File: config.mk
export PLATFORM = sky130hd
export DESIGN_NAME = accel_tilt_roll_pitch
export DESIGN_NICKNAME = d
export VERILOG_FILES = /design/src/rtl/core/atrp_pkg.sv /design/src/rtl/core/accel_tilt_roll_pitch.sv /design/src/rtl/core/atrp_cordic.sv /design/src/rtl/core/atrp_ctrl.sv /design/src/rtl/core/atrp_datapath.sv
export SDC_FILE = /design/constraint.sdc
export NUM_CORES = 1
export LEC_CHECK = 0
export ABC_AREA = 1
export BUFFER_PORTS_ARGS = -buffer_cell sky130_fd_sc_hd__buf_2
export CELL_PAD_IN_SITES_DETAIL_PLACEMENT = 0
export CELL_PAD_IN_SITES_GLOBAL_PLACEMENT = 2
export CORE_ASPECT_RATIO = 1.4
export CORE_MARGIN = 10
export CORE_UTILIZATION = 28
export CTS_BUF_LIST = sky130_fd_sc_hd__clkbuf_2
export DETAILED_ROUTE_END_ITERATION = 8
export PLACE_DENSITY = 0.78
export SETUP_SLACK_MARGIN = 0.02
export SLEW_MARGIN = 15
export SYNTH_ARGS = -nofsm -noshare
export SYNTH_HDL_FRONTEND = slang
export SYNTH_SLANG_ARGS = --single-unit
export TNS_END_PERCENT = 100
File: constraint.sdc
create_clock -name aclk -period 4.7 [get_ports aclk]
set_input_delay 0.705 -clock aclk [delete_from_list [all_inputs] [get_ports aclk]]
set_output_delay 0.705 -clock aclk [all_outputs]
set_load 0.01 [all_outputs]
File: src/rtl/core/atrp_pkg.sv
package atrp_pkg;

    // Stream widths
    localparam int S_TDATA_W = 56;
    localparam int S_TUSER_W = 5;
    localparam int M_TDATA_W = 72;
    localparam int FIELD_W   = 16;

    // Angle arithmetic: accumulator in units where 2^31 equals pi
    localparam int     GUARD_BITS = 8;
    localparam int     ACC_W      = 33;
    localparam int     ANGLE_W    = 18;
    localparam int     ANGLE_FRAC = 16;
    localparam int     ROUND_HALF = 32768;
    localparam int     ANGLE_MAX  = 32768;
    localparam int     QUARTER    = 1073741824;
    localparam longint HALF_TURN  = 64'sd2147483648;

    localparam int ATAN_DEPTH = 24;
    localparam int ATAN_IDX_W = 5;

    // atan(2^-i), 2^31 = pi
    localparam logic [29:0] ATAN_TAB [ATAN_DEPTH] = '{
        30'd536870912, 30'd316933406, 30'd167458907, 30'd85004756,
        30'd42667331,  30'd21354465,  30'd10679838,  30'd5340245,
        30'd2670163,   30'd1335087,   30'd667544,    30'd333772,
        30'd166886,    30'd83443,     30'd41722,     30'd20861,
        30'd10430,     30'd5215,      30'd2608,      30'd1304,
        30'd652,       30'd326,       30'd163,       30'd81
    };

    // Item codes
    localparam logic [1:0] ACT_PUSH = 2'd0;
    localparam logic [1:0] ACT_MARK = 2'd1;
    localparam logic [1:0] ACT_READ = 2'd2;

    localparam logic [2:0] SNS_ACCEL = 3'd0;
    localparam logic [2:0] SNS_MAG   = 3'd1;
    localparam logic [2:0] SNS_EULER = 3'd2;

    localparam logic STS_OK      = 1'b0;
    localparam logic STS_REJECT  = 1'b1;

    // atan2 runs per accel item: (y,z), (ref_y,ref_z), (x,z), (ref_x,ref_z)
    localparam logic [1:0] RUN_ROLL     = 2'd0;
    localparam logic [1:0] RUN_ROLL_REF = 2'd1;
    localparam logic [1:0] RUN_PITCH    = 2'd2;
    localparam logic [1:0] RUN_LAST     = 2'd3;

    typedef struct packed {
        logic       accept;
        logic       run_start;
        logic [1:0] run_sel;
        logic       run_store;
        logic       commit;
    } atrp_cmd_t;

    typedef struct packed {
        logic is_accel;
        logic run_done;
        logic out_free;
    } atrp_sts_t;

endpackage

File: src/rtl/core/accel_tilt_roll_pitch.sv
// Channel  Dir  tdata                                        tuser
// s_       in   acc_x, acc_y, acc_z, downstream_ok            action, sense
// m_       out  roll, pitch, dirty, update_count              status
//
// Accel push: the result comes from four back-to-back atan2 runs on the one shared
// CORDIC unit; a run ends early when its residual reaches zero. Every other item skips
// the runs and waits only for the output register to free up.
// One item at a time; the next is taken once the result sits in the output register.
// m_tready low stalls only the output register and, behind it, the next result.
// aresetn clears the reference, angles, flags and update count.
module accel_tilt_roll_pitch #(
    parameter int SAMPLE_BITS  = 16,
    parameter int CORDIC_STEPS = 16
) (
    input  logic                              aclk,
    input  logic                              aresetn,
    input  logic                              s_tvalid,
    output logic                              s_tready,
    // acc_x [15:0], acc_y [31:16], acc_z [47:32], downstream_ok [48], zero [55:49]
    input  logic [atrp_pkg::S_TDATA_W-1:0]    s_tdata,
    // action [1:0], sense [4:2]
    input  logic [atrp_pkg::S_TUSER_W-1:0]    s_tuser,
    output logic                              m_tvalid,
    input  logic                              m_tready,
    // roll [17:0], pitch [35:18], dirty [36], update_count [68:37], zero [71:69]
    output logic [atrp_pkg::M_TDATA_W-1:0]    m_tdata,
    // status [0]
    output logic                              m_tuser
);
    import atrp_pkg::*;

    atrp_cmd_t cmd;
    atrp_sts_t sts;

    atrp_ctrl u_ctrl (
        .aclk     (aclk),
        .aresetn  (aresetn),
        .s_tvalid (s_tvalid),
        .s_tready (s_tready),
        .sts      (sts),
        .cmd      (cmd)
    );

    atrp_datapath #(
        .SAMPLE_BITS  (SAMPLE_BITS),
        .CORDIC_STEPS (CORDIC_STEPS)
    ) u_dp (
        .aclk     (aclk),
        .aresetn  (aresetn),
        .s_tdata  (s_tdata),
        .s_tuser  (s_tuser),
        .m_tvalid (m_tvalid),
        .m_tready (m_tready),
        .m_tdata  (m_tdata),
        .m_tuser  (m_tuser),
        .cmd      (cmd),
        .sts      (sts)
    );

endmodule

File: src/rtl/core/atrp_cordic.sv
module atrp_cordic #(
    parameter int SAMPLE_BITS  = 16,
    parameter int CORDIC_STEPS = 16
) (
    input  logic                                  aclk,
    input  logic                                  aresetn,
    input  logic                                  start,
    input  logic signed [SAMPLE_BITS-1:0]         y_in,
    input  logic signed [SAMPLE_BITS-1:0]         x_in,
    output logic                                  done,
    output logic signed [atrp_pkg::ANGLE_W-1:0]   angle
);
    import atrp_pkg::*;

    localparam int W   = SAMPLE_BITS + GUARD_BITS + 3;
    localparam int IW  = $clog2(CORDIC_STEPS + 1);
    localparam int AW1 = ACC_W + 1;

    logic signed [W-1:0]       x_reg, x_next, y_reg, y_next;
    logic signed [ACC_W-1:0]   acc_reg, acc_next;
    logic [IW-1:0]             step_reg, step_next;
    logic                      busy_reg, busy_next, done_reg, done_next;
    logic signed [ANGLE_W-1:0] angle_reg, angle_next;

    logic signed [W-1:0]       xs, ys, dx, dy;
    logic signed [ACC_W-1:0]   tab;
    logic signed [AW1-1:0]     rnd, shf;
    logic signed [ANGLE_W-1:0] clamped;
    logic                      finish;

    always_comb begin
        xs  = W'(x_in) <<< GUARD_BITS;
        ys  = W'(y_in) <<< GUARD_BITS;
        dx  = y_reg >>> step_reg;
        dy  = x_reg >>> step_reg;
        tab = ACC_W'(ATAN_TAB[ATAN_IDX_W'(step_reg)]);
        // stop after the last step, or early once the residual is exactly zero
        finish = (step_reg == IW'(CORDIC_STEPS)) || (y_reg == '0);

        rnd = AW1'(acc_reg) + AW1'(ROUND_HALF);
        shf = rnd >>> ANGLE_FRAC;
        if (shf > AW1'(ANGLE_MAX)) begin
            clamped = ANGLE_W'(ANGLE_MAX);
        end else if (shf < -AW1'(ANGLE_MAX)) begin
            clamped = -ANGLE_W'(ANGLE_MAX);
        end else begin
            clamped = ANGLE_W'(shf);
        end
    end

    always_comb begin
        x_next     = x_reg;
        y_next     = y_reg;
        acc_next   = acc_reg;
        step_next  = step_reg;
        busy_next  = busy_reg;
        done_next  = 1'b0;
        angle_next = angle_reg;
        if (start) begin
            step_next = '0;
            busy_next = 1'b1;
            if (y_in == '0) begin
                // on the axis: 0, or exactly pi for a negative x
                x_next   = xs;
                y_next   = '0;
                acc_next = x_in[SAMPLE_BITS-1] ? ACC_W'(HALF_TURN) : '0;
            end else if (x_in[SAMPLE_BITS-1]) begin
                // left half plane: pre-rotate by a quarter turn
                if (!y_in[SAMPLE_BITS-1]) begin
                    x_next   = ys;
                    y_next   = -xs;
                    acc_next = ACC_W'(QUARTER);
                end else begin
                    x_next   = -ys;
                    y_next   = xs;
                    acc_next = -ACC_W'(QUARTER);
                end
            end else begin
                x_next   = xs;
                y_next   = ys;
                acc_next = '0;
            end
        end else if (busy_reg) begin
            if (finish) begin
                busy_next  = 1'b0;
                done_next  = 1'b1;
                angle_next = clamped;
            end else begin
                step_next = step_reg + 1'b1;
                if (!y_reg[W-1]) begin
                    x_next   = x_reg + dx;
                    y_next   = y_reg - dy;
                    acc_next = acc_reg + tab;
                end else begin
                    x_next   = x_reg - dx;
                    y_next   = y_reg + dy;
                    acc_next = acc_reg - tab;
                end
            end
        end
    end

    always_ff @(posedge aclk) begin
        if (!aresetn) begin
            busy_reg <= 1'b0;
            done_reg <= 1'b0;
            step_reg <= '0;
        end else begin
            busy_reg <= busy_next;
            done_reg <= done_next;
            step_reg <= step_next;
        end
        x_reg     <= x_next;
        y_reg     <= y_next;
        acc_reg   <= acc_next;
        angle_reg <= angle_next;
    end

    assign done  = done_reg;
    assign angle = angle_reg;

endmodule

File: src/rtl/core/atrp_ctrl.sv
module atrp_ctrl (
    input  logic                  aclk,
    input  logic                  aresetn,
    input  logic                  s_tvalid,
    output logic                  s_tready,
    input  atrp_pkg::atrp_sts_t   sts,
    output atrp_pkg::atrp_cmd_t   cmd
);
    import atrp_pkg::*;

    typedef enum logic [3:0] {
        ST_IDLE  = 4'b0001,
        ST_START = 4'b0010,
        ST_WAIT  = 4'b0100,
        ST_POST  = 4'b1000
    } state_t;

    state_t     state_reg, state_next;
    logic [1:0] run_reg, run_next;

    always_comb begin
        state_next = state_reg;
        run_next   = run_reg;
        cmd        = '0;
        cmd.run_sel = run_reg;
        unique case (state_reg)
            ST_IDLE: begin
                if (s_tvalid) begin
                    cmd.accept = 1'b1;
                    if (sts.is_accel) begin
                        run_next   = '0;
                        state_next = ST_START;
                    end else begin
                        state_next = ST_POST;
                    end
                end
            end
            ST_START: begin
                cmd.run_start = 1'b1;
                state_next    = ST_WAIT;
            end
            ST_WAIT: begin
                if (sts.run_done) begin
                    cmd.run_store = 1'b1;
                    if (run_reg == RUN_LAST) begin
                        state_next = ST_POST;
                    end else begin
                        run_next   = run_reg + 2'd1;
                        state_next = ST_START;
                    end
                end
            end
            ST_POST: begin
                // wait for the output register to free up
                if (sts.out_free) begin
                    cmd.commit = 1'b1;
                    state_next = ST_IDLE;
                end
            end
            default: state_next = ST_IDLE;
        endcase
    end

    always_ff @(posedge aclk) begin
        if (!aresetn) begin
            state_reg <= ST_IDLE;
            run_reg   <= '0;
        end else begin
            state_reg <= state_next;
            run_reg   <= run_next;
        end
    end

    assign s_tready = (state_reg == ST_IDLE);

endmodule

File: src/rtl/core/atrp_datapath.sv
module atrp_datapath #(
    parameter int SAMPLE_BITS  = 16,
    parameter int CORDIC_STEPS = 16
) (
    input  logic                              aclk,
    input  logic                              aresetn,
    input  logic [atrp_pkg::S_TDATA_W-1:0]    s_tdata,
    input  logic [atrp_pkg::S_TUSER_W-1:0]    s_tuser,
    output logic                              m_tvalid,
    input  logic                              m_tready,
    output logic [atrp_pkg::M_TDATA_W-1:0]    m_tdata,
    output logic                              m_tuser,
    input  atrp_pkg::atrp_cmd_t               cmd,
    output atrp_pkg::atrp_sts_t               sts
);
    import atrp_pkg::*;

    localparam int SB = SAMPLE_BITS;

    logic [1:0]                in_act;
    logic [2:0]                in_sense;
    logic signed [SB-1:0]      in_x, in_y, in_z;

    logic [1:0]                item_act_reg;
    logic [2:0]                item_sense_reg;
    logic                      item_ok_reg;
    logic signed [SB-1:0]      item_x_reg, item_y_reg, item_z_reg;
    logic signed [SB-1:0]      ref_x_reg, ref_y_reg, ref_z_reg;
    logic                      zero_pend_reg;
    logic                      unread_reg;
    logic signed [ANGLE_W-1:0] roll_reg, pitch_reg;
    logic [31:0]               count_reg;
    logic signed [ANGLE_W-1:0] part_reg, roll_new_reg, pitch_new_reg;
    logic                      out_valid_reg;
    logic [M_TDATA_W-1:0]      out_data_reg;
    logic                      out_status_reg;

    logic signed [SB-1:0]      op_y, op_x;
    logic                      run_done;
    logic signed [ANGLE_W-1:0] run_angle;

    logic                      status_next, dirty_next, mark_next;
    logic signed [ANGLE_W-1:0] roll_next, pitch_next;
    logic [31:0]               count_next;

    // tuser: action [1:0], sense [4:2]
    // tdata: acc_x [15:0], acc_y [31:16], acc_z [47:32], downstream_ok [48]
    assign in_act   = s_tuser[1:0];
    assign in_sense = s_tuser[4:2];
    assign in_x     = signed'(SB'(s_tdata[FIELD_W-1:0]));
    assign in_y     = signed'(SB'(s_tdata[2*FIELD_W-1:FIELD_W]));
    assign in_z     = signed'(SB'(s_tdata[3*FIELD_W-1:2*FIELD_W]));

    always_comb begin
        case (cmd.run_sel)
            RUN_ROLL:     begin op_y = item_y_reg; op_x = item_z_reg; end
            RUN_ROLL_REF: begin op_y = ref_y_reg;  op_x = ref_z_reg;  end
            RUN_PITCH:    begin op_y = item_x_reg; op_x = item_z_reg; end
            default:      begin op_y = ref_x_reg;  op_x = ref_z_reg;  end
        endcase
    end

    atrp_cordic #(
        .SAMPLE_BITS  (SAMPLE_BITS),
        .CORDIC_STEPS (CORDIC_STEPS)
    ) u_cordic (
        .aclk    (aclk),
        .aresetn (aresetn),
        .start   (cmd.run_start),
        .y_in    (op_y),
        .x_in    (op_x),
        .done    (run_done),
        .angle   (run_angle)
    );

    always_comb begin
        status_next = STS_OK;
        roll_next   = roll_reg;
        pitch_next  = pitch_reg;
        dirty_next  = unread_reg;
        count_next  = count_reg;
        mark_next   = 1'b0;
        unique case (item_act_reg)
            ACT_PUSH: begin
                unique case (item_sense_reg) inside
                    SNS_ACCEL: begin
                        roll_next  = roll_new_reg;
                        pitch_next = pitch_new_reg;
                        count_next = count_reg + 32'd1;
                        // a set flag stays until read
                        dirty_next = unread_reg | !item_ok_reg;
                    end
                    SNS_MAG, SNS_EULER: status_next = STS_OK;
                    default:            status_next = STS_REJECT;
                endcase
            end
            ACT_MARK: mark_next   = 1'b1;
            ACT_READ: dirty_next  = 1'b0;
            default:  status_next = STS_REJECT;
        endcase
    end

    always_ff @(posedge aclk) begin
        if (!aresetn) begin
            ref_x_reg     <= '0;
            ref_y_reg     <= '0;
            ref_z_reg     <= '0;
            zero_pend_reg <= 1'b0;
            unread_reg    <= 1'b0;
            roll_reg      <= '0;
            pitch_reg     <= '0;
            count_reg     <= '0;
            out_valid_reg <= 1'b0;
        end else begin
            if (cmd.accept && sts.is_accel && zero_pend_reg) begin
                ref_x_reg     <= in_x;
                ref_y_reg     <= in_y;
                ref_z_reg     <= in_z;
                zero_pend_reg <= 1'b0;
            end
            if (cmd.commit) begin
                if (mark_next) begin
                    zero_pend_reg <= 1'b1;
                end
                unread_reg    <= dirty_next;
                roll_reg      <= roll_next;
                pitch_reg     <= pitch_next;
                count_reg     <= count_next;
                out_valid_reg <= 1'b1;
            end else if (m_tready) begin
                out_valid_reg <= 1'b0;
            end
        end
    end

    always_ff @(posedge aclk) begin
        if (cmd.accept) begin
            item_act_reg   <= in_act;
            item_sense_reg <= in_sense;
            item_ok_reg    <= s_tdata[3*FIELD_W];
            item_x_reg     <= in_x;
            item_y_reg     <= in_y;
            item_z_reg     <= in_z;
        end
        if (cmd.run_store) begin
            if (!cmd.run_sel[0]) begin
                part_reg <= run_angle;
            end else if (!cmd.run_sel[1]) begin
                roll_new_reg <= part_reg - run_angle;
            end else begin
                pitch_new_reg <= part_reg - run_angle;
            end
        end
        if (cmd.commit) begin
            out_status_reg <= status_next;
            out_data_reg   <= {3'b000, count_next, dirty_next, pitch_next, roll_next};
        end
    end

    assign sts.is_accel = (in_act == ACT_PUSH) && (in_sense == SNS_ACCEL);
    assign sts.run_done = run_done;
    assign sts.out_free = !out_valid_reg || m_tready;

    assign m_tvalid = out_valid_reg;
    assign m_tdata  = out_data_reg;
    assign m_tuser  = out_status_reg;

endmodule

## After elaboration in Yosys (flattened, before gate mapping)

Memory sizes are Yosys's and may differ from the RTL's.
Cells that the tools add are included.

| word-level totals | value |
|---|---|
| memories | 1 |
| input port bits | 65 |
| bits in registers | 415 |
| ROM bits | 960 |
| word-level logic and storage cells | 171 |

Memories:

| name | words | bits a word | rd ports | clocked after memory_dff | write ports | RTL line | RTL |
|---|---|---|---|---|---|---|---|
| (name not given) | 32 | 30 | 1 | 0 | 0 | atrp_cordic.sv:36 | `tab = ACC_W'(ATAN_TAB[ATAN_IDX_W'(step_reg)]);` |

| cells by class | value |
|---|---|
| $lt $le $gt $ge | 3 |
| reduce and logical (&&, ||, !) cells | 31 |
| muxes and demuxes | 65 |
| equal/unequal tests | 18 |
| bitwise gates (word level) | 8 |
| add/subtract/negate cells | 13 |
| shift operators | 2 |

Operators by type and width:

| kind | number |
|---|---|
| two-way mux 27 bit | 14 |
| two-way mux 33 bit | 7 |
| two-way mux 32 bit | 3 |
| two-way mux 18 bit | 5 |
| two-way mux 30 bit | 2 |
| adder 27 bit | 2 |
| negator 24 -> 27 bit | 2 |
| >>> shifter 27 x 5 -> 27 bit | 2 |
| subtractor 27 bit | 2 |
| one-hot mux 16 bit (3 select lines) | 1 |
| adder 33 x 17 -> 34 bit, second input constant | 1 |
| adder 33 x 31 -> 33 bit | 1 |
| subtractor 33 x 31 -> 33 bit | 1 |
| adder 32 x 1 -> 32 bit, second input constant | 1 |
| logical NOT 27 bit | 1 |
| two-way mux 4 bit | 5 |
| two-way mux 1 bit | 19 |
| greater-than comparator 18 x 17 -> 1 bit, second input constant | 1 |
| < comparator 18 x 16 -> 1 bit, second input constant | 1 |
| subtractor 18 bit | 1 |
| logical NOT 16 bit | 1 |
| two-way mux 16 bit | 1 |
| one-hot mux 4 bit (4 select lines) | 1 |
| AND reduction 3 bit | 4 |
| 30 further kinds | 61 |

## Logic depth before layout (Yosys ltp)

Gate-level depths: netlist of run 1.

| logic depth | value |
|---|---|
| word-level depth | 9 |
| mapped depth | 37 |
| depth with buffers taken out | 34 |

## Hierarchy

From an unflattened synthesis of run 1, not the netlist that was laid out.

| unflattened totals | value |
|---|---|
| cell total of the unflattened synthesis | 3898 |
| area, all modules | 28706.3 sq um |

Modules (own cells, without submodules):

| module | instances | area each (sq um) | cells each | sequential area each (sq um) |
|---|---|---|---|---|
| atrp_cordic | 1 | 15602.5 | 2494 | 3293.2 |
| atrp_datapath | 1 | 12721.0 | 1347 | 7727.4 |
| atrp_ctrl | 1 | 382.9 | 57 | 120.1 |

## Worst setup path after synthesis of run 1

No wires, ideal clock.

| path | value |
|---|---|
| path kind | flip-flop to flip-flop |
| from | reg u_dp.u_cordic.step_reg[1] |
| to | reg u_dp.u_cordic.acc_reg[25], data pin |
| cell stages (with the launch flop) | 32 |
| slack | 0.286 ns |
| setup time | 0.253 ns |
| arrival | 4.162 ns |
| period minus slack after synthesis | 4.414 ns |
| required time | 4.447 ns |
| path buffers | 3 |
| cells stage by stage | dfxtp_1 > buf_6 > inv_4 > buf_6 > buf_6 > ha_1 > o21ai_4 > nor2_2 > a211oi_2 > ha_1 > nand2_1 > nor2_1 > nand2_1 > nor2_1 > nand2_1 > nand2_2 > nand2_1 > xnor2_1 > ha_1 > nand2_1 > nor4_1 > nand2_1 > nand2_1 > inv_1 > o21ai_0 > nand2_1 > nand2_1 > nand2_1 > nand2_1 > a21oi_1 > nor2_1 > nor2_1 |

| between the ends | value |
|---|---|
| longest elaborated chain between the ends | 9 |
| elaborated cells on any way between the ends | 10 |
| those cells by class | 2 x add/sub; 6 x mux; 1 x bitwise; 1 x memory |

RTL lines:

| what | RTL line | RTL |
|---|---|---|
| from (decl) | atrp_cordic.sv:21 | `logic [IW-1:0] step_reg, step_next;` |
| from (signal assigned) | atrp_cordic.sv:111 | `step_reg <= step_next;` |
| NOT 5 -> 6 bit (implied by the code) (*) | atrp_cordic.sv:36 |  |
| memory read (32 x 30 bit) (*) | -- |  |
| two-way mux 30 bit (implied by the code) (*) (2 in a row) | atrp_cordic.sv:36 |  |
| adder 33 x 31 -> 33 bit / subtractor 33 x 31 -> 33 bit (equally long branches) | atrp_cordic.sv:93, atrp_cordic.sv:97 |  |
| two-way mux 33 bit (*) | atrp_cordic.sv:90 | `if (!y_reg[W-1]) begin` |
| two-way mux 33 bit (*) | atrp_cordic.sv:84 | `if (finish) begin` |
| two-way mux 33 bit (*) | atrp_cordic.sv:83 | `end else if (busy_reg) begin` |
| two-way mux 33 bit (*) | atrp_cordic.sv:59 | `if (start) begin` |
| to (signal assigned) | atrp_cordic.sv:115 | `acc_reg <= acc_next;` |
| to (decl) | atrp_cordic.sv:20 | `logic signed [ACC_W-1:0] acc_reg, acc_next;` |

Every way passes the cells marked *; elsewhere a longest branch is shown, timed or not. The select of a mux whose other input is x is not followed.
A chain may end at the register's enable or synchronous reset.

## Worst setup path after layout of run 1

| path | value |
|---|---|
| from | reg u_dp.u_cordic.step_reg[0] |
| to | reg u_dp.u_cordic.x_reg[24], data pin |

| between the ends | value |
|---|---|
| longest elaborated chain between the ends | 6 |
| elaborated cells on any way between the ends | 7 |
| those cells by class | 2 x add/sub; 1 x shift; 4 x mux |

RTL lines:

| what | RTL line | RTL |
|---|---|---|
| >>> shifter 27 x 5 -> 27 bit (*) | atrp_cordic.sv:34 | `dx = y_reg >>> step_reg;` |
| adder 27 bit / subtractor 27 bit (equally long branches) | atrp_cordic.sv:91, atrp_cordic.sv:95 |  |
| two-way mux 27 bit (*) | atrp_cordic.sv:90 |  |
| two-way mux 27 bit (*) | atrp_cordic.sv:84 |  |
| two-way mux 27 bit (*) | atrp_cordic.sv:83 |  |
| two-way mux 27 bit (*) | atrp_cordic.sv:59 |  |
| via u_dp.u_cordic.x_next[24] | atrp_cordic.sv:19 | `logic signed [W-1:0] x_reg, x_next, y_reg, y_next;` |
| to (signal assigned) | atrp_cordic.sv:113 | `x_reg <= x_next;` |
| to (decl) | atrp_cordic.sv:19 |  |

The timed path passes the listed nets; every way through them passes the cells marked *. The select of a mux whose other input is x is not followed.

==> results of run 1 <==
-- layer usage --
metal,GRT usage,vias to the layer above,wire length [um]
met4,0.08553,2,5195
met5,0,-,10
met3,0.02429,206,3385
met2,0.2942,524,49260
met1,0.1738,12310,37910
li1,-,13680,-
-- cells in the mapped netlist, types with 5 or more instances --
cell | number | area share
a211oi_1 | 6 | 0.0016
a21boi_0 | 6 | 0.0016
a21o_1 | 6 | 0.0016
a21oi_1 | 272 | 0.048
a22o_1 | 12 | 0.0037
a31oi_1 | 16 | 0.0035
buf_1 | 13 | 0.0017
buf_2 | 36 | 0.0064
buf_4 | 13 | 0.0034
buf_6 | 19 | 0.0075
clkbuf_1 | 70 | 0.0093
dfxtp_1 | 132 | 0.093
edfxtp_1 | 283 | 0.30
ha_1 | 125 | 0.055
inv_1 | 441 | 0.058
inv_2 | 13 | 0.0017
nand2_1 | 864 | 0.11
nand2_2 | 28 | 0.0062
nand3_1 | 317 | 0.056
nand3b_1 | 10 | 0.0026
nand4_1 | 32 | 0.0071
nor2_1 | 314 | 0.042
nor2_2 | 20 | 0.0044
nor2_4 | 8 | 0.0032
nor3_1 | 47 | 0.0083
nor3_2 | 8 | 0.0028
nor4_1 | 16 | 0.0035
o211ai_1 | 23 | 0.0061
o21a_1 | 13 | 0.0034
o21ai_0 | 349 | 0.062
o21ai_1 | 39 | 0.0069
o21ai_2 | 5 | 0.0015
o21bai_1 | 12 | 0.0032
o221ai_1 | 7 | 0.0022
o22ai_1 | 25 | 0.0055
or2_1 | 5 | 0.0011
or2_2 | 15 | 0.0033
xnor2_1 | 35 | 0.011
xor2_1 | 101 | 0.031
-- per-stage QoR --
stage               instance area (um2)  hold slack [ps]  total power, uW  setup WS [ps]
finish                            34560            176.7             7693          243.0
global route                      34560            55.52             8131         -59.09
CTS                               33510            2.394             7828          29.81
detailed placement                31820            433.3             5065         -24.23
global placement                  31820            433.8             5058         -30.23
floorplan                         28360            424.7             4734          285.8
-- power breakdown --
group          switching (uW)  internal (uW)  leakage, uW
Sequential               49.3           4030      0.00366
Clock                    1660           1000     0.000796
Combinational             608            345       0.0109
Total                    2310           5380       0.0153
-- final timing paths --
path	start	to	cells after the start
worst max-delay path	u_dp.u_cordic.step_reg[0]$_SDFFE_PP0P_	u_dp.u_cordic.x_reg[24]$_DFFE_PP_	32
worst min-delay path	s_tdata[47]	u_dp.item_z_reg[15]$_DFFE_PP_	2
worst max register to register	u_dp.u_cordic.step_reg[0]$_SDFFE_PP0P_	u_dp.u_cordic.x_reg[24]$_DFFE_PP_	32
worst min register to register	u_dp.u_cordic.angle[4]$_SDFFCE_PP0P_	u_dp.part_reg[4]$_DFFE_PP_	0
-- cells in the final DEF, fill, tap and decap left out, drive strengths merged, types with 2 or more instances in the layout --
master and instances:
dlygate4sd3 61, nor4 16, nor2 342, edfxtp 283, a21oi 273, fa 4
dfxtp 132, a21boi 6, clkbuf 174, nand4 33, clkinv 31, xor2 101
nor3 55, o21a 13, o31ai 5, or2 21, and3 4, o221ai 8
o22ai 27, o211ai 23, o21ai 395, buf 387, o21bai 12, conb 3
o2111ai 2, inv 461, a21o 6, ha 125, a211oi 7, nand2 894
nand3b 10, a22o 12, nand3 322, diode 4, a31oi 16, xnor2 35
nor3b 4
-- cells by family after synthesis --
| group | after synthesis |
|---|---|
| AOI/OAI and AO/OA | 808 |
| xor gates and xnor gates | 136 |
| adders and majority gates | 129 |
| buffers and inverters | 610 |
| DFF | 415 |
| other | 1 |
| and+or+nand+nor | 1702 |
-- critical path: cells and delay by family, from the launching register on --
kind	cells	cell delay, ps
AO/OA/AOI/OAI	8	960
AND/OR/NAND/NOR	14	1320
buffers and inverters	7	830
flip-flops	1	430
adder cells (fa/ha/maj)	2	410
XOR/XNOR	1	200
-- area by class of cell --
cell class              instances  share of cell area
repair buffers                452              0.1004
diodes                          4           0.0002896
well taps                    1330             0.04815
flip-flops and latches        415              0.3227
multi-input cells            2778              0.4486
clock inverters                34            0.005430
inverters                     458             0.04989
clock buffers                 170             0.02462
-- timing repair --
action	in CTS	in global routing
endpoints found under the hold margin	123	0
pin swaps	0	57
setup endpoints to repair	13	41
setup buffers	0	21
gates resized for setup	10	207
hold buffers	61	0
gates cloned	0	4
==> results_dict.tcl, run 1 <==
set metrics [dict create \
    status "complete, no violations" \
    synthArstFlopShare 0 \
    grt_max_degree 67 \
    synthFlopType "edfxtp_1" \
    maxSlewViolCount 0 \
    multiInputGateArea_um2 15500 \
    end_kind "flip-flop" \
    grt_pass1_wl_um 144300 \
    rsz0062_at_grt "yes" \
    arrival_ps 5420 \
    path_clk_slew_ps 100 \
    vias 26730 \
    critPathKind "reg -> reg" \
    synth_top_family_by_area "simple AND/OR/NAND/NOR gates" \
    die_w_um 288.9 \
    syn_area_um2 28350 \
    first_pass_iters 5 \
    antenna_found_initial 3 \
    ys_seq_area_frac 0.3930 \
    period_share 0.9483 \
    fmax_mhz 224.4 \
    grt_pass1_vias 26090 \
    slew_headroom 0.3585 \
    synth.avg_cell_area_um2 7.458 \
    timing.final.crit_period_ps 4457 \
    final_cells 5641 \
    cellPowerDensity_nw_per_um2 222.6 \
    post_drt_wl_per_cell_um 16.97 \
    synth_cell_types 63 \
    postRouteAntennaNets 0 \
    hpwl_um 72650 \
    worst_slew_pin_slew_ps 962.3 \
    tns_ps 0 \
    portBuffers 129 \
    core_um2 100800 \
    ys_warn_count 0 \
    first_iter_violations 1547 \
    drive_above_1_share 0.1992 \
    startpoint_type "flip-flop" \
    wl_um 95760 \
    numCtsBuffers 108 \
    clock_latency_ps 1260 \
    synth.area.mux_share 0 \
    die_y_um 396.5 \
    viasPerCell 4.738 \
    synth-edff-count 283 \
    rrSetupSlack_ps 240 \
    clk_path_buf_depth 3 \
    ff_latch_area_um2 11150 \
    fillers 10960 \
    ir_drop_uv 185.5 \
    critPathMaxFanout 24 \
    cap_violations 0 \
    numClockSinks 415 \
    initial_core_util 0.2811 \
    synth_simple_gate_area_frac 0.2601 \
    postLayoutCoreUtil 0.3428 \
    gr-usage-all-layers 0.1603 \
    hold_violations 0 \
    synth_fa_ha_area_frac 0.05799 \
    cts_max_level 3 \
    fin_nets 4407 \
    place_congestion 0.8900 \
    grt_overflow 0 \
    largest_reg_flops 69 \
    synth_seq_cells 415 \
    drcViolationCount 0 \
    hold_class "in -> reg" \
    fp-row-count 138 \
    crit_required_ps 5660 \
    postSynthCellCount 3801 \
    cp_common_cell "nand2_1" \
    num_io_pins 140 \
    synth_compound_area_frac 0.1571 \
    max_stage_delay_ps 430 \
    leakagePower_uw 0.01533 \
    fin_skew_ps 126.4 \
    dp_cells 5348 \
    cts_tree "done" \
    root_buffer "clkbuf_2" \
    synth_xor_area_frac 0.04202 \
    setup_viol 0 \
    syn_to_final_growth_pct 21.91 \
    cp_slowest_cell "dfxtp_4" \
    dieArea_um2 114600 \
]
No activity file was read; power rests on OpenSTA's default activity.
==> run 2, diff against run 1 <==
Settings changed: CORE_UTILIZATION 28 to 34, PLACE_DENSITY 0.78 to 0.9.
==> run 2 against run 1 <==
First-iteration DRC count fell by 9.9%; clock-buffer cell count is 8 lower; sequential share of layout area is 1.2 points higher; clock skew up 38 ps; global-route usage grew 2.0 points; core utilization is 6.0 points higher; combinational power decreased by 4.5%.
==> results_dict.tcl, run 2 (synthesis results as in run 1) <==
set metrics [dict create \
    clk_path_buf_depth 3 \
    max_stage_delay_ps 430 \
    post_drt_wl_per_cell_um 16.93 \
    cts_max_level 3 \
    fin_nets 4323 \
    grt_max_degree 89 \
    first_iter_violations 1394 \
    first_pass_iters 5 \
    postLayoutCoreUtil 0.4023 \
    crit_required_ps 5600 \
    cp_common_cell "nand2_1" \
    die_w_um 264.0 \
    finalWorstSetupSlack_ps 238.0 \
    path_delay_family "simple AND/OR/NAND/NOR gates" \
    tns_ps 0 \
    dieArea_um2 95500 \
    slew_headroom 0.2946 \
    initial_core_util 0.3420 \
    syn_to_final_growth_pct 17.62 \
    arrival_ps 5360 \
    cts_tree "done" \
    critPathLaunch "u_dp.u_cordic.step_reg[0]$_SDFFE_PP0P_" \
    critPathMaxFanout 12 \
    core_um2 82890 \
    cap_violations 0 \
    rsz0062_at_grt "yes" \
    reg2reg_depth 27 \
    final_cell_mix "nand2_1 (841), inv_1 (432), o21ai_0 (331)" \
    postRouteAntennaNets 0 \
    period_share 0.9494 \
    stdcell_area_um2 33350 \
    gr-usage-all-layers 0.1804 \
    grt_pass1_vias 26140 \
    hold_depth 3 \
    place_ws_ps -10.70 \
    wl_um 89700 \
    hpwl_um 67470 \
    ir_drop_uv 213.1 \
    r2r-start "u_dp.u_cordic.step_reg[0]$_SDFFE_PP0P_" \
    portBuffers 129 \
    timing.final.crit_period_ps 4462 \
    cp_slowest_cell "dfxtp_4" \
    grt_pass1_wl_um 139600 \
    fmax_mhz 224.1 \
    drive_above_1_share 0.1692 \
    largest_reg_flops 69 \
    cellPowerDensity_nw_per_um2 229.5 \
    path_clk_slew_ps 90 \
    viasPerCell 4.988 \
    root_buffer "clkbuf_2" \
    numClockSinks 415 \
    worst_slew_pin_slew_ps 1058 \
    setup_viol 0 \
    final_common_cell "nand2_1" \
    die_y_um 361.7 \
    fillers 8727 \
    fp-row-count 125 \
    path_depth 27 \
    maxSlewViolCount 0 \
    end_kind "flip-flop" \
    num_io_pins 140 \
    leakagePower_uw 0.01488 \
    numCtsBuffers 105 \
    drcViolationCount 0 \
    critPathKind "reg -> reg" \
    fin_skew_ps 164.4 \
    endpoint "u_dp.u_cordic.x_reg[26]$_DFFE_PP_" \
    place_area_um2 30940 \
    rrSetupSlack_ps 240 \
    crit_buf_inv 5 \
    fin_hold_ws_ps 166.5 \
    status "complete, no violations" \
    place_congestion 0.9094 \
    clock_latency_ps 1270 \
    grt_overflow 0 \
    antenna_found_initial 2 \
    startpoint_type "flip-flop" \
    hold_violations 0 \
    r2r_end "u_dp.u_cordic.x_reg[26]$_DFFE_PP_" \
    hold_class "in -> reg" \
    vias 26420 \
]
==> run 2: cell types whose count changed in the layout (fill, tap and decap cells not counted), sizes merged <==
cell         before  now
dlygate4sd3      61   56
clkbuf          174  167
clkinv           31   26
clkinvlp          0    1
buf             387  310
diode             4    5
inv             461  459
bufinv            0    2
==> run 2: how the worst min path moves through the flow <==
stage                                               from                          endpoint  slack (ps)
CTS                                              aresetn  u_ctrl.state_reg[1]$_SDFFE_PN0P_          20
finish                                           aresetn  u_ctrl.state_reg[0]$_SDFFE_PN1P_         170
global route                                     aresetn  u_ctrl.state_reg[0]$_SDFFE_PN1P_          90
floorplan                 u_dp.ref_y_reg[0]$_SDFFE_PN0P_    u_dp.ref_y_reg[0]$_SDFFE_PN0P_         420
detailed placement  u_dp.u_cordic.angle[3]$_SDFFCE_PP0P_        u_dp.part_reg[3]$_DFFE_PP_         430
global placement    u_dp.u_cordic.angle[9]$_SDFFCE_PP0P_        u_dp.part_reg[9]$_DFFE_PP_         430
==> run 2: timing repair <==
item,in CTS,in global routing
setup endpoints to repair,6,37
gates resized for setup,10,140
endpoints found under the hold margin,119,0
setup buffers,1,15
hold buffers,56,0
pin swaps,1,39
gates cloned,1,5
==> run 2: layout make-up <==
class                           instances  area (um2)  share of cell area
Timing Repair Buffer                  371        2884             0.08649
Inverter                              458        1739             0.05216
Clock inverter                         30       216.5            0.006491
Multi-Input combinational cell       2778       15180              0.4552
Clock buffer                          162       810.8             0.02431
Tap cell                             1079        1350             0.04049
Antenna cell                            5       12.51           0.0003752
Sequential cell                       415       11150              0.3345
==> run 2: power by group <==
part           total (uW)  switching [uW]  internal (uW)
Clock                2660            1600           1060
Combinational         909             590            319
Sequential           4090            51.8           4030
Total                7650            2240           5410
==> run 2: through the flow <==
| stage | power [uW] | cells |
|---|---|---|
| after CTS | 7769 | 5273 |
| final | 7654 | 5298 |
| after detailed placement | 5034 | 5023 |
| after floorplan | 4734 | 3803 |
| after global routing | 8065 | 5298 |
| after global placement | 5020 | 5023 |
==> run 2: worst register-to-register path: cells and delay by family (launching register included) <==
kind | cells | cell delay [ps]
and+or+nand+nor | 15 | 1580
AOI/OAI and AO/OA | 5 | 1010
buffers and inverters | 5 | 540
DFF | 1 | 430
adders and majority gates | 1 | 340
xor gates and xnor gates | 1 | 260
==> run 2: layer usage <==
metal / vias to the layer above / share of wire / track usage
met5: - / 0 / 0
met4: 0 / 0.058 / 0.09774
met3: 218 / 0.032 / 0.02485
met2: 539 / 0.52 / 0.3413
met1: 12160 / 0.39 / 0.1890
li1: 13500 / - / -
